## config.mk

```make
export PLATFORM = sky130hd
export DESIGN_NAME = vrp_div
export DESIGN_NICKNAME = d
export VERILOG_FILES = /design/src/rtl/core/vrp_pkg.sv /design/src/rtl/core/vrp_div.sv
export SDC_FILE = /design/constraint.sdc
export NUM_CORES = 2
export LEC_CHECK = 0
export BUFFER_PORTS_ARGS = -buffer_cell sky130_fd_sc_hd__buf_2
export CORE_ASPECT_RATIO = 1.2
export CORE_UTILIZATION = 35
export DETAILED_ROUTE_END_ITERATION = 7
export PLACE_DENSITY = 0.53
export SLEW_MARGIN = 20
export SYNTH_ARGS = -nofsm -noshare
export SYNTH_HDL_FRONTEND = slang
export SYNTH_SLANG_ARGS = --single-unit
```

## constraint.sdc

```tcl
create_clock -name clk -period 4.8 [get_ports clk]
set_input_delay 0 -clock clk [delete_from_list [all_inputs] [get_ports clk]]
set_output_delay 0 -clock clk [all_outputs]
set_load 0.005 [all_outputs]
```

## src/rtl/core/vrp_pkg.sv

```systemverilog
package vrp_pkg;

  localparam int CW = 16;
  localparam int SW = 12;
  localparam int QB = SW;
  localparam int PW = 50;

  localparam logic [QB-1:0] Q_POS_MAX = {1'b0, {(QB-1){1'b1}}};
  localparam logic [QB-1:0] Q_NEG_MAX = {1'b1, {(QB-1){1'b0}}};

  typedef enum logic [2:0] {
    REG_COS    = 3'd0,
    REG_SIN    = 3'd1,
    REG_DEPTH  = 3'd2,
    REG_ZOOM   = 3'd3,
    REG_CX     = 3'd4,
    REG_CY     = 3'd5
  } reg_idx_t;

  typedef logic [PW-1:0] mag_t;

  typedef struct packed {
    logic signed [15:0] cos_angle;
    logic signed [15:0] sin_angle;
    logic signed [15:0] depth_offset;
    logic [11:0]        zoom;
    logic [10:0]        org_x;
    logic [10:0]        org_y;
  } cfg_t;

  typedef struct packed {
    mag_t num_x;
    mag_t num_y;
    mag_t den;
    logic neg_x;
    logic neg_y;
    logic zero;
  } divreq_t;

  typedef struct packed {
    mag_t          rem_x;
    mag_t          rem_y;
    mag_t          den;
    logic [QB-1:0] q_x;
    logic [QB-1:0] q_y;
    logic          ovf_x;
    logic          ovf_y;
    logic          neg_x;
    logic          neg_y;
    logic          zero;
  } divstage_t;

endpackage

```

## src/rtl/core/vrp_div.sv

```systemverilog
module vrp_div (
  input  logic                 clk,
  input  logic                 rst,
  input  logic                 en,
  input  logic                 in_valid,
  input  vrp_pkg::divreq_t     req,
  output logic                 out_valid,
  output vrp_pkg::divstage_t   res
);

  vrp_pkg::divstage_t st [0:vrp_pkg::QB];
  logic [vrp_pkg::QB:0] vld;

  always_ff @(posedge clk) begin
    if (rst) begin
      vld <= '0;
    end else if (en) begin
      vld <= {vld[vrp_pkg::QB-1:0], in_valid};
    end
  end

  always_ff @(posedge clk) begin
    if (en) begin
      st[0].rem_x <= req.num_x;
      st[0].rem_y <= req.num_y;
      st[0].den   <= req.den;
      st[0].q_x   <= '0;
      st[0].q_y   <= '0;
      st[0].ovf_x <= req.num_x >= (req.den << vrp_pkg::QB);
      st[0].ovf_y <= req.num_y >= (req.den << vrp_pkg::QB);
      st[0].neg_x <= req.neg_x;
      st[0].neg_y <= req.neg_y;
      st[0].zero  <= req.zero;
    end
  end

  for (genvar j = 1; j <= vrp_pkg::QB; j++) begin : g_step
    vrp_pkg::mag_t      sd;
    logic               tx, ty;
    vrp_pkg::divstage_t nxt;
    assign sd = st[j-1].den << (vrp_pkg::QB - j);
    assign tx = st[j-1].rem_x >= sd;
    assign ty = st[j-1].rem_y >= sd;
    always_comb begin
      nxt = st[j-1];
      nxt.rem_x = tx ? st[j-1].rem_x - sd : st[j-1].rem_x;
      nxt.rem_y = ty ? st[j-1].rem_y - sd : st[j-1].rem_y;
      nxt.q_x[vrp_pkg::QB-j] = tx;
      nxt.q_y[vrp_pkg::QB-j] = ty;
    end
    always_ff @(posedge clk) begin
      if (en) begin
        st[j] <= nxt;
      end
    end
  end

  assign res       = st[vrp_pkg::QB];
  assign out_valid = vld[vrp_pkg::QB];

endmodule

```

==> impl_metrics.tcl <==
set metrics [dict create \
    grt_antenna_before_repair 7 \
    grt_max_degree 171 \
    reg2reg_depth 17 \
    crit_family "compound AO/OA/AOI/OAI gates" \
    cts_buffer_depth 4 \
    syn_area_per_cell_um2 10.5 \
    p_per_area_nw_per_um2 637 \
    dr.pass1.iters 6 \
    worst_slew_pin_slew_ps 1000 \
    setup_tns_ps -3060 \
    fmax_mhz 203 \
    rsz0062_at_grt "true" \
    cts_buffers 245 \
    die_w_um 572 \
    ys_warn_count 0 \
    wl_per_cell_um 20.6 \
    drv_cap 0 \
    synth.area.top_cells "edfxtp_1 (48%), ha_1 (10%), a21oi_1 (5.2%)" \
    whs_ps 134 \
    min_path_type "in2reg" \
    path_class "reg2reg" \
    synthCells 13000 \
    grt-ovfl-total 0 \
    vias_per_cell 5.12 \
    num_vias 99300 \
    yosysTopAreaCell "edfxtp_1" \
    final.min_clock_period_ps 4920 \
    synth.distinct_cells 84 \
    clock-skew-final_ps 70.5 \
    critPathMaxStageDelay_ps 390 \
    final_nets 15300 \
    synth_edf_count 2171 \
    synth_ff_type "edfxtp_1" \
    critPathLaunchType "register" \
    port_buffers 336 \
    worstSkewPairLatency_ps 980 \
    crit_path_top_delay_cell "edfxtp_1" \
    core-area_um2 387000 \
    drtAntennaViolNets 0 \
    synth_seq_area_share 0.480 \
    async_reset_ff_frac 0 \
    hpwl_um 323000 \
    first_global_vias 103000 \
    grt_util_all_layers 0.198 \
    rows 250 \
    ir_worst_vdd_v 0.000427 \
    slew_headroom 0.326 \
    required_ps 5500 \
    synth_top_area_frac 0.478 \
    gp_congestion 0.980 \
    synth_seq_cells 2184 \
    drc 0 \
    worstSetupEndpointType "register" \
    areaGrowthSynthToFinish_pct 16.6 \
    die-height_um 686 \
    hold_path_depth 5 \
    cts_root_buffer "clkbuf_16" \
    crit_chain "inv_2 -> ha_4 -> inv_2 -> fa_2 -> a211o_1 -> a211o_1 -> a211o_4 -> a21o_1 -> a221oi_2 -> o21bai_2 -> a41o_1 -> a31o_4 -> a221oi_4 -> a2111oi_4 -> a211oi_4 -> buf_12 -> mux2_2" \
    drtIter0Drc 4978 \
    cp_max_fo 38 \
    critical_path_cell_count 17 \
    grt_pass1_wl_um 596000 \
    final_max_slew_viol_count 0 \
    setup_violations 43 \
    layout_setup_ws_ps -118 \
    clk_pin_slew_ps 60 \
    ios 337 \
    path_buf_inv 3 \
    crit_arrival_ps 5610 \
    syn_area_um2 136000 \
    ctsHtreeMaxLevel 4 \
    cts.sinks 2184 \
    start_util 0.352 \
    p_leak_nw 65.2 \
    cts_tree "yes" \
    syn_nets 14300 \
    fin_crit_sh 1.02 \
    drt-total-wl_um 399000 \
    hold_viol 0 \
    die_area_um2 392000 \
    violations "negative setup slack" \
    status "finished, violations left" \
    layout-drive-gt1-share 0.117 \
]
area by class of cell:
class	count	area (um2)
multi-input combinational	9558	66500
clock inverter	166	1610
fill	37600	228000
tap	5166	6460
timing repair buffer	1176	9420
sequential	2184	65500
antenna	6	15.0
inverter	848	3180
clock buffer	286	6460
kinds of logic (layout without fill, tap and decap cells):
logic type | Yosys count | in the layout | share of synthesized area
simple gates | 3104 | 3104 | 0.107
buf+inv | 1281 | 2476 | 0.0358
mux | 347 | 347 | 0.0284
flops | 2184 | 2184 | 0.480
compound gates | 3979 | 3979 | 0.179
xor+xnor | 960 | 960 | 0.0616
other cells | 0 | 6 | 0
fa+ha+maj | 1168 | 1168 | 0.108
per-stage QoR:
stage                     power [mW]  cell area, um2  cells  utilization  setup slack (ps)
after global routing             108          159000  19400        0.411              -226
after global placement          82.0          148000  18600        0.381              -274
after CTS                        102          159000  19400        0.411              -147
after floorplan                 65.3          136000  13000            -               386
after detailed placement        81.9          148000  18600        0.381              -250
final                            101          159000  19400        0.411              -118
worst paths after layout:
kind	startpoint	endpoint	slack [ps]
setup / recovery	st[1][670]$_DFFE_PP_	st[2][142]$_DFFE_PP_	-120
hold / removal	req[152]	st[0][4]$_DFFE_PP_	130
setup reg to reg	st[1][670]$_DFFE_PP_	st[2][142]$_DFFE_PP_	-120
hold reg to reg	st[2][382]$_DFFE_PP_	st[2][561]$_DFFE_PP_	400
worst min-delay path: stages:
cell and delay [ps]:
dlygate4sd3_1 530, buf_2 110, ha_1 110, nor2_1 40, a21oi_1 130
sequential cells by signal (all words and copies together) (netlist names):
| name | count |
|---|---|
| st | 2171 |
| vld | 13 |
synthesized netlist by cell type (25+ instances only):
cell / instances
o21bai_1: 170
o21a_1: 127
mux2_1: 26
edfxtp_1: 2171
clkbuf_1: 354
buf_1: 46
nor4_1: 52
a221oi_1: 34
a211oi_1: 88
a21o_1: 669
nor2_1: 896
xnor2_1: 565
ha_1: 1144
xor2_1: 395
nor2b_1: 158
a41oi_1: 34
o21ai_0: 902
mux2i_1: 28
or3_1: 34
nand2_1: 952
nand3_1: 236
and2_1: 55
mux2_2: 293
nor3_1: 113
buf_2: 25
o31ai_1: 67
inv_1: 846
nand4_1: 216
nand2b_1: 168
o211ai_1: 58
a21oi_1: 1422
a31oi_1: 118
and3_1: 97
placed cells by master (no fill, tap or decap), types with 34 or more instances in the layout:
cell,n
xnor2_1,565
clkinv_2,44
inv_1,844
xor2_1,395
nor3_1,112
nand4_1,216
a211oi_1,86
o211ai_1,58
nor2b_1,158
a31oi_1,117
a21o_1,667
mux2_2,292
buf_12,48
and2_1,54
o31ai_1,67
a21oi_1,1413
nor4_1,42
and3_1,97
edfxtp_1,2171
nand3_1,235
buf_2,335
nand2b_1,167
nand2_1,952
o21ai_0,898
or3_1,34
o21bai_1,167
ha_1,1143
buf_4,477
clkbuf_16,252
o21a_1,126
clkinv_1,46
dlygate4sd3_1,312
nor2_1,896
layer usage:
metal	part of all wire	routed length, um	up-vias	track usage
met2	0.52	208000	1875	0.379
li1	-	-	50300	-
met4	0.078	31200	0	0.133
met3	0.025	10100	859	0.0193
met5	0	0	-	0
met1	0.38	150000	46400	0.202
power by group:
group / internal [mW] / switching, mW
logic: 21.9 / 29.0
registers: 28.3 / 3.20
clock network: 11.0 / 8.06
total: 61.1 / 40.3
what timing repair did:
action                                  in CTS  in global routing
hold endpoints to repair                  1174                  0
pin swaps                                    0                  3
resized for setup                           13                 23
cloned                                       1                  1
hold buffers                               312                  0
buffers inserted                             5                  6
endpoints found under the setup margin      45                165
Note: power is estimated with default switching activity, not from simulation.
